`src/rtl/rtcc_pkg.sv`:
```
// shared types, register indexes and helper functions of the rtc/cmos unit
// no dependencies
`timescale 1ns / 1ps

package rtcc_pkg;

  localparam int STORE_BYTES = 128;
  localparam int ADDR_W      = $clog2(STORE_BYTES);
  localparam logic [7:0] IDX_LIMIT = 8'(STORE_BYTES);

  typedef enum logic [2:0] {
    OP_READ      = 3'd0,
    OP_WRITE     = 3'd1,
    OP_BASE_TICK = 3'd2,
    OP_SEC_TICK  = 3'd3,
    OP_UPD_END   = 3'd4
  } rtcc_op_t;

  localparam logic PORT_INDEX = 1'b0;
  localparam logic PORT_DATA  = 1'b1;

  localparam logic [6:0] RG_SEC     = 7'h00;
  localparam logic [6:0] RG_SEC_AL  = 7'h01;
  localparam logic [6:0] RG_MIN     = 7'h02;
  localparam logic [6:0] RG_MIN_AL  = 7'h03;
  localparam logic [6:0] RG_HOUR    = 7'h04;
  localparam logic [6:0] RG_HOUR_AL = 7'h05;
  localparam logic [6:0] RG_A       = 7'h0a;
  localparam logic [6:0] RG_B       = 7'h0b;
  localparam logic [6:0] RG_C       = 7'h0c;
  localparam logic [6:0] RG_D       = 7'h0d;

  localparam logic [7:0] IDX_MASK    = 8'h7f;
  localparam logic [7:0] B_WR_MASK   = 8'hf7;
  localparam logic [7:0] B_SET_MASK  = 8'hef;
  localparam logic [7:0] C_PERIODIC  = 8'hc0;
  localparam logic [7:0] C_UPDATE    = 8'h90;
  localparam logic [7:0] C_ALARM     = 8'ha0;
  localparam logic [7:0] B_RST_MASK  = 8'h8f;
  localparam logic [7:0] BIT7        = 8'h80;

  // period in base ticks for a rate nibble; rates 1 and 2 behave as 8 and 9
  function automatic logic [15:0] divider_period(input logic [3:0] rate);
    logic [3:0] r;
    r = rate;
    if (r == 4'd1 || r == 4'd2) begin
      r = r + 4'd7;
    end
    if (r == 4'd0) begin
      return 16'd0;
    end
    return 16'd1 << (r - 4'd1);
  endfunction

  // alarm byte matches when don't-care or equal to the time byte
  function automatic logic alarm_ok(input logic [7:0] t, input logic [7:0] al);
    return (al[7:6] == 2'b11) || (t == al);
  endfunction

endpackage

```
`src/rtl/rtcc_store.sv`:
```
// general byte store of the rtc/cmos unit: one write port, one registered read
// port with write forwarding, per-entry valid bits standing for the zero image
// depends on rtcc_pkg
`timescale 1ns / 1ps

module rtcc_store (
  input  logic                      clk,
  input  logic                      rst_n,
  input  logic                      wr_en,
  input  logic [rtcc_pkg::ADDR_W-1:0] wr_addr,
  input  logic [7:0]                wr_data,
  input  logic [rtcc_pkg::ADDR_W-1:0] rd_addr,
  output logic [7:0]                rd_data
);
  import rtcc_pkg::*;

  logic [7:0]             mem [STORE_BYTES];
  logic [STORE_BYTES-1:0] valid_r;
  logic [7:0]             rd_data_r;
  logic                   rd_vld_r;
  logic                   fwd;

  assign fwd = wr_en && (wr_addr == rd_addr);

  always_ff @(posedge clk) begin
    if (wr_en) begin
      mem[wr_addr] <= wr_data;
    end
    rd_data_r <= fwd ? wr_data : mem[rd_addr];
  end

  always_ff @(posedge clk) begin
    if (!rst_n) begin
      valid_r  <= '0;
      rd_vld_r <= 1'b0;
    end else begin
      if (wr_en) begin
        valid_r[wr_addr] <= 1'b1;
      end
      rd_vld_r <= fwd || valid_r[rd_addr];
    end
  end

  // an entry never written reads as zero
  assign rd_data = rd_vld_r ? rd_data_r : 8'h00;

endmodule

```
`src/rtl/rtc_cmos_register_interrupt_unit.sv`:
```
// top level of the rtc/cmos register and interrupt unit
// an accepted item's result is on the output register in the next cycle
// throughput: one item per cycle while out_tready is high; in_tready stays high while the result slot drains
// reset: synchronous active-low rst_n clears time, alarm and control registers, index and
// divider count, and marks the whole general store as reading zero at once
// depends on rtcc_pkg and rtcc_store
`timescale 1ns / 1ps

module rtc_cmos_register_interrupt_unit (
  input  logic        clk,
  input  logic        rst_n,
  // in_tdata: [2:0] op, [3] port, [11:4] wdata, [15:12] zero
  input  logic        in_tvalid,
  output logic        in_tready,
  input  logic [15:0] in_tdata,
  // out_tdata: [7:0] rdata, [8] irq, [15:9] zero
  output logic        out_tvalid,
  input  logic        out_tready,
  output logic [15:0] out_tdata
);
  import rtcc_pkg::*;

  // item fields
  logic [2:0] in_op;
  logic       in_port;
  logic [7:0] in_wdata;
  logic       accept;

  // time, alarm and control registers kept in flops; D always reads zero
  logic [7:0] sec_r, sec_nxt, sec_al_r, sec_al_nxt;
  logic [7:0] min_r, min_nxt, min_al_r, min_al_nxt;
  logic [7:0] hour_r, hour_nxt, hour_al_r, hour_al_nxt;
  logic [7:0] reg_a_r, reg_a_nxt, reg_b_r, reg_b_nxt, reg_c_r, reg_c_nxt;
  logic [6:0]  index_r, index_nxt;
  logic [14:0] count_r, count_nxt;

  // result register
  logic       out_vld_r, out_vld_nxt;
  logic [7:0] out_rdata_r, out_rdata_nxt;
  logic       out_irq_r, out_irq_nxt;

  // general store
  logic       st_wr_en;
  logic [7:0] st_rd_data;

  // helpers
  logic       idx_out;
  logic       idx_special;
  logic [7:0] cur_byte;
  logic [7:0] b_wr;
  logic       running;
  logic [15:0] count_inc;
  logic       alarm_hit;

  assign in_op    = in_tdata[2:0];
  assign in_port  = in_tdata[3];
  assign in_wdata = in_tdata[11:4];

  // result slot is free or drains this cycle
  assign in_tready = !out_vld_r || out_tready;
  assign accept    = in_tvalid && in_tready;

  assign idx_out = ({1'b0, index_r} >= IDX_LIMIT);

  // indexes that live in flops rather than in the store
  always_comb begin
    case (index_r)
      RG_SEC, RG_SEC_AL, RG_MIN, RG_MIN_AL, RG_HOUR, RG_HOUR_AL,
      RG_A, RG_B, RG_C, RG_D: idx_special = 1'b1;
      default:                idx_special = 1'b0;
    endcase
  end

  // byte currently addressed by the index
  always_comb begin
    case (index_r)
      RG_SEC:     cur_byte = sec_r;
      RG_SEC_AL:  cur_byte = sec_al_r;
      RG_MIN:     cur_byte = min_r;
      RG_MIN_AL:  cur_byte = min_al_r;
      RG_HOUR:    cur_byte = hour_r;
      RG_HOUR_AL: cur_byte = hour_al_r;
      RG_A:       cur_byte = reg_a_r;
      RG_B:       cur_byte = reg_b_r;
      RG_C:       cur_byte = reg_c_r;
      RG_D:       cur_byte = 8'h00;
      default:    cur_byte = st_rd_data;
    endcase
  end

  // B write rule: bit 3 always clear, bit 4 cleared while set mode is requested
  always_comb begin
    b_wr = in_wdata & B_WR_MASK;
    if ((b_wr & BIT7) != 8'h00) begin
      b_wr = b_wr & B_SET_MASK;
    end
  end

  // periodic divider runs with PIE set, a rate selected and the divider chain on
  assign running   = reg_b_r[6] && (reg_a_r[3:0] != 4'd0) && (reg_a_r[6:5] != 2'b00);
  assign count_inc = {1'b0, count_r} + 16'd1;

  assign alarm_hit = reg_b_r[5] && alarm_ok(sec_r, sec_al_r) &&
                     alarm_ok(min_r, min_al_r) && alarm_ok(hour_r, hour_al_r);

  // single-pass item processing
  always_comb begin
    sec_nxt     = sec_r;
    sec_al_nxt  = sec_al_r;
    min_nxt     = min_r;
    min_al_nxt  = min_al_r;
    hour_nxt    = hour_r;
    hour_al_nxt = hour_al_r;
    reg_a_nxt   = reg_a_r;
    reg_b_nxt   = reg_b_r;
    reg_c_nxt   = reg_c_r;
    index_nxt   = index_r;
    count_nxt   = count_r;
    st_wr_en    = 1'b0;
    out_rdata_nxt = 8'h00;

    if (accept) begin
      case (in_op)
        OP_READ: begin
          if (in_port == PORT_INDEX || idx_out) begin
            out_rdata_nxt = 8'hff;
          end else begin
            out_rdata_nxt = cur_byte;
            // reading C acknowledges every flag
            if (index_r == RG_C) begin
              reg_c_nxt = 8'h00;
            end
          end
        end
        OP_WRITE: begin
          if (in_port == PORT_INDEX) begin
            index_nxt = 7'(in_wdata & IDX_MASK);
          end else if (!idx_out) begin
            case (index_r)
              RG_SEC:     sec_nxt     = in_wdata;
              RG_SEC_AL:  sec_al_nxt  = in_wdata;
              RG_MIN:     min_nxt     = in_wdata;
              RG_MIN_AL:  min_al_nxt  = in_wdata;
              RG_HOUR:    hour_nxt    = in_wdata;
              RG_HOUR_AL: hour_al_nxt = in_wdata;
              RG_A: begin
                // update-in-progress bit is owned by the tick logic
                reg_a_nxt = (reg_a_r & BIT7) | (in_wdata & IDX_MASK);
                count_nxt = '0;
              end
              RG_B: begin
                reg_b_nxt = b_wr;
                if (!reg_b_r[6] && b_wr[6]) begin
                  count_nxt = '0;
                end
              end
              RG_C, RG_D: begin
                // read-only status registers
              end
              default: st_wr_en = 1'b1;
            endcase
          end
        end
        OP_BASE_TICK: begin
          if (!running) begin
            count_nxt = '0;
          end else if (count_inc >= divider_period(reg_a_r[3:0])) begin
            count_nxt = '0;
            reg_c_nxt = reg_c_r | C_PERIODIC;
          end else begin
            count_nxt = count_inc[14:0];
          end
        end
        OP_SEC_TICK: begin
          // no update cycle while the divider is held in reset or in set mode
          if (reg_a_r[6:5] != 2'b11 && !reg_b_r[7]) begin
            reg_a_nxt = reg_a_r | BIT7;
          end
        end
        OP_UPD_END: begin
          if (reg_b_r[4]) begin
            reg_c_nxt = reg_c_nxt | C_UPDATE;
          end
          if (alarm_hit) begin
            reg_c_nxt = reg_c_nxt | C_ALARM;
          end
          reg_a_nxt = reg_a_r & IDX_MASK;
        end
        default: begin
          // unknown codes leave the state alone
        end
      endcase
    end
  end

  assign out_irq_nxt = reg_c_nxt[7];
  assign out_vld_nxt = accept || (out_vld_r && !out_tready);

  // the next index steers the registered store read, so its byte is ready once that index is held
  rtcc_store u_store (
    .clk     (clk),
    .rst_n   (rst_n),
    .wr_en   (st_wr_en && !idx_special),
    .wr_addr (index_r[ADDR_W-1:0]),
    .wr_data (in_wdata),
    .rd_addr (index_nxt[ADDR_W-1:0]),
    .rd_data (st_rd_data)
  );

  // control state
  always_ff @(posedge clk) begin
    if (!rst_n) begin
      sec_r     <= 8'h00;
      sec_al_r  <= 8'h00;
      min_r     <= 8'h00;
      min_al_r  <= 8'h00;
      hour_r    <= 8'h00;
      hour_al_r <= 8'h00;
      reg_a_r   <= 8'h00;
      reg_b_r   <= 8'h00 & B_RST_MASK;
      reg_c_r   <= 8'h00;
      index_r   <= '0;
      count_r   <= '0;
      out_vld_r <= 1'b0;
    end else begin
      sec_r     <= sec_nxt;
      sec_al_r  <= sec_al_nxt;
      min_r     <= min_nxt;
      min_al_r  <= min_al_nxt;
      hour_r    <= hour_nxt;
      hour_al_r <= hour_al_nxt;
      reg_a_r   <= reg_a_nxt;
      reg_b_r   <= reg_b_nxt;
      reg_c_r   <= reg_c_nxt;
      index_r   <= index_nxt;
      count_r   <= count_nxt;
      out_vld_r <= out_vld_nxt;
    end
  end

  // result payload, loaded only when an item is taken
  always_ff @(posedge clk) begin
    if (accept) begin
      out_rdata_r <= out_rdata_nxt;
      out_irq_r   <= out_irq_nxt;
    end
  end

  assign out_tvalid = out_vld_r;
  assign out_tdata  = {7'b0, out_irq_r, out_rdata_r};

endmodule

```
`config.mk`:
```
export PLATFORM = sky130hd
export DESIGN_NAME = rtc_cmos_register_interrupt_unit
export DESIGN_NICKNAME = d
export VERILOG_FILES = /design/src/rtl/rtcc_pkg.sv /design/src/rtl/rtcc_store.sv /design/src/rtl/rtc_cmos_register_interrupt_unit.sv
export SDC_FILE = /design/constraint.sdc
export NUM_CORES = 1
export LEC_CHECK = 0
export BUFFER_PORTS_ARGS = -buffer_cell sky130_fd_sc_hd__buf_2
export CAP_MARGIN = 25
export CORE_ASPECT_RATIO = 1.5
export CORE_UTILIZATION = 68
export CTS_CLUSTER_SIZE = 25
export DETAILED_ROUTE_END_ITERATION = 6
export PLACE_DENSITY = 0.81
export SYNTH_ARGS = -nofsm -noshare
export SYNTH_HDL_FRONTEND = slang
export SYNTH_HIERARCHICAL = 1
export SYNTH_SLANG_ARGS = --single-unit
```
`constraint.sdc`:
```
create_clock -name clk -period 7.72 [get_ports clk]
set_input_delay 0.772 -clock clk [delete_from_list [all_inputs] [get_ports clk]]
set_output_delay 0.772 -clock clk [all_outputs]
set_load 0.005 [all_outputs]
```
==> results.toml <==
[finish]
area_growth_pct = 9.61
diodes = 0
fin_nets = 2916
fin_util = 0.757
finalNonFillerCells = 3952
nFillCells = 3932
layout-drive-gt1-share = 0.198

[detailed_routing]
drc = 0
dr.pass1.iters = 7
ant_nets = 0
viasPerCell = 6.92
dr_total_vias = 27400
drtIter0Drc = 3248
wl_mm = 121
wl_per_cell_um = 30.6

[power_and_ir_drop]
power_frac_comb = 0.025
p_sw_mw = 2.72
power.leakage_nw = 17.6
seq_power_share = 0.545
powerDensity_nw_per_um2 = 245
p_clk_frac = 0.430
vdd_ir_drop_max_mv = 0.222
p_int_mw = 10.8
swShare = 0.201

[grt]
grt_antenna_before_repair = 1
grt_overflow = 0
grt_pass1_vias = 28200
grt_max_degree = 135
grt_pass1_wl_mm = 179
track_usage = 0.330

[min_path]
hold_depth = 3
hold_class = "primary input to flop"
worst_hold_startpoint = "in_tvalid"

[die]
start_util = 0.690
die_h_um = 335
core-area_um2 = 72800
die_x_um = 224
ios = 38
die_area_um2 = 75100
rows = 121

[setup_path]
crit_path_end_kind = "flop"
start_kind = "flop"
cp_cell_sequence = "inv_1 > ha_1 > or2_2 > a311oi_1 > xor2_1 > and2_1 > nand2_1 > ha_1 > a21oi_1 > nor2_1 > or4_1 > a21oi_2 > nor2_1 > or2_2"
path_buf_inv = 1
critical_path_depth = 14
startpoint = "reg_a_r[1]"
slowest_stage = "a311oi_1"
cp.required_ns = 8.17
path_class = "flop to flop"
rr_startpoint = "reg_a_r[1]"
cp.arrival_ns = 4.90
crit_fanout = 9
critPathTopFamily = "simple AND/OR/NAND/NOR gates"
r2r_cells = 14
crit_path_max_incr_delay_ns = 0.71

[yosys]
synth_compound_area_frac = 0.0653
netlist_top_cells_count = "edfxtp_1, mux4_2, dfxtp_1"
yosysTopAreaCell = "edfxtp_1"
yosysTopAreaCellShare = 0.617
synth_area_um2 = 50300
synth.most_common_cell = "edfxtp_1"
ys_types = 70
async_flop_share = 0
synth_edf_count = 1033
synth_top_family_by_area = "multiplexers"
syn_inst = 2863
synth_area_leaders = "edfxtp_1, mux4_2, dfxtp_1"
synth-simple-area-share = 0.0476
synth-seq-cells = 1264
ys.flop_type = "edfxtp_1"
muxShareOfSynthArea = 0.145
synthAdderAreaFrac = 0.00572
yosysSeqAreaShare = 0.709
syn-mean-instance-area_um2 = 17.6
synth_xor_xnor_area_share = 0.00697
yosysWarnings = 6

[cts]
clock_latency_ns = 0.71
cts.clk_slew.worst_paths_ns = 0.06
cts_resized = 0
cts_root_buffer = "clkbuf_16"
cts_setup_buffers = 0
cts_hold_buf = 0
cts.path.max_buffers = 3
cts_sinks = 1264
cts_buffers = 108
htreeDepth = 3
cts_tree = "done"

[sta]
worstMarginPinSlew_ns = 1.14
finalClockSkew_ns = 0.0273
fmax_ghz = 0.225
drv_slew = 0
tns_ns = 0
slew_headroom = 0.234
report.final.hold_viol_count = 0
min_period_over_period = 0.576
setup_violations = 0
fin_crit_ns = 4.45
rsz0062_at_grt = "false"

[place]
io_buffers = 26
place.gp.congestion = 0.964
dpl.hpwl_mm = 73.3
place_inst = 3739

[run_status]
status = "completed"

[job]
drv_cap = 0
==> cell usage in the layout (no fill, tap or decap), drive strengths merged, types with 10 or more instances in the layout <==
master  count
edfxtp   1033
mux4      294
dfxtp     231
nor2      220
nand2     141
clkbuf    141
a22oi     140
o21a      132
buf        75
mux2i      60
a21oi      60
nand3      51
clkinv     32
xor2       29
o21ai      24
ha         23
and2       22
a211oi     21
inv        21
bufinv     18
a22o       17
nor2b      16
xnor2      11
nor3       10
==> metal layers <==
metal  track usage  wire, µm  part of all wire  vias up
met1         0.386     40100              0.33    14000
met4         0.212      8460             0.070        2
met3        0.0490      8740             0.072      375
li1              -         -                 -    11400
met5             0        14           0.00012        -
met2         0.572     63500              0.53     1536
==> power groups by stage <==
stage | combinational (mW) | clock, mW | sequential (mW)
CTS | 0.333 | 5.88 | 7.37
global route | 0.356 | 6.11 | 7.37
finish | 0.340 | 5.82 | 7.37
global placement | 0.315 | 0 | 7.52
detailed placement | 0.330 | 0 | 7.52
floorplan | 0.172 | 0 | 7.52
==> worst reg2reg max path: cells and delay by family, from the launching register on <==
| family | cells | cell delay (ns) |
|---|---|---|
| buf+inv | 1 | 0.20 |
| flops | 1 | 0.52 |
| simple gates | 7 | 1.59 |
| fa+ha+maj | 2 | 0.40 |
| xor+xnor | 1 | 0.19 |
| compound gates | 3 | 1.31 |
==> through the flow <==
| stage | total power [mW] | worst slack [ns] | cell area [µm²] | hold slack [ns] |
|---|---|---|---|---|
| floorplan | 7.69 | 3.99 | 50300 | 0.430 |
| global placement | 7.83 | 2.84 | 51100 | 0.441 |
| detailed placement | 7.85 | 2.89 | 51200 | 0.448 |
| CTS | 13.6 | 2.94 | 55000 | 0.333 |
| global route | 13.8 | 2.96 | 55100 | 0.358 |
| finish | 13.5 | 3.27 | 55100 | 0.354 |
==> logic make-up (layout without fill, tap and decap cells) <==
logic type	count (synthesis)	after routing
compound gates	451	451
fa+ha+maj	23	23
flops	1264	1264
buf+inv	195	293
simple gates	526	526
xor+xnor	40	40
other cells	2	9
mux	362	362
==> final cells by class <==
cell class              count  area, µm²  area share
flip-flops and latches   1264      35700       0.647
repair buffers             75        647      0.0117
inverters                  13       48.8    0.000885
clock inverters            64        857      0.0156
clock buffers             141       2970      0.0540
multi-input cells        1411      13700       0.249
well taps                 984       1230      0.0223
==> worst paths after layout <==
kind	end	slack, ns
hold / removal	out_tvalid	0.35
hold reg to reg	u_store/valid_r[77]	0.47
setup / recovery	out_irq_r	3.27
setup reg to reg	out_irq_r	3.27
==> flip-flops by register name (all words and copies together) (netlist names), named ones only <==
register / flops
u_store/valid_r: 128
out_irq_r: 1
reg_c_r: 8
out_tvalid: 1
count_r: 15
out_rdata_r: 8
reg_b_r: 7
u_store/rd_vld_r: 1
min_r: 8
sec_r: 8
hour_r: 8
min_al_r: 8
u_store/mem: 1024
index_r: 7
reg_a_r: 7
sec_al_r: 8
hour_al_r: 8
(Power assumes the default switching activity.)
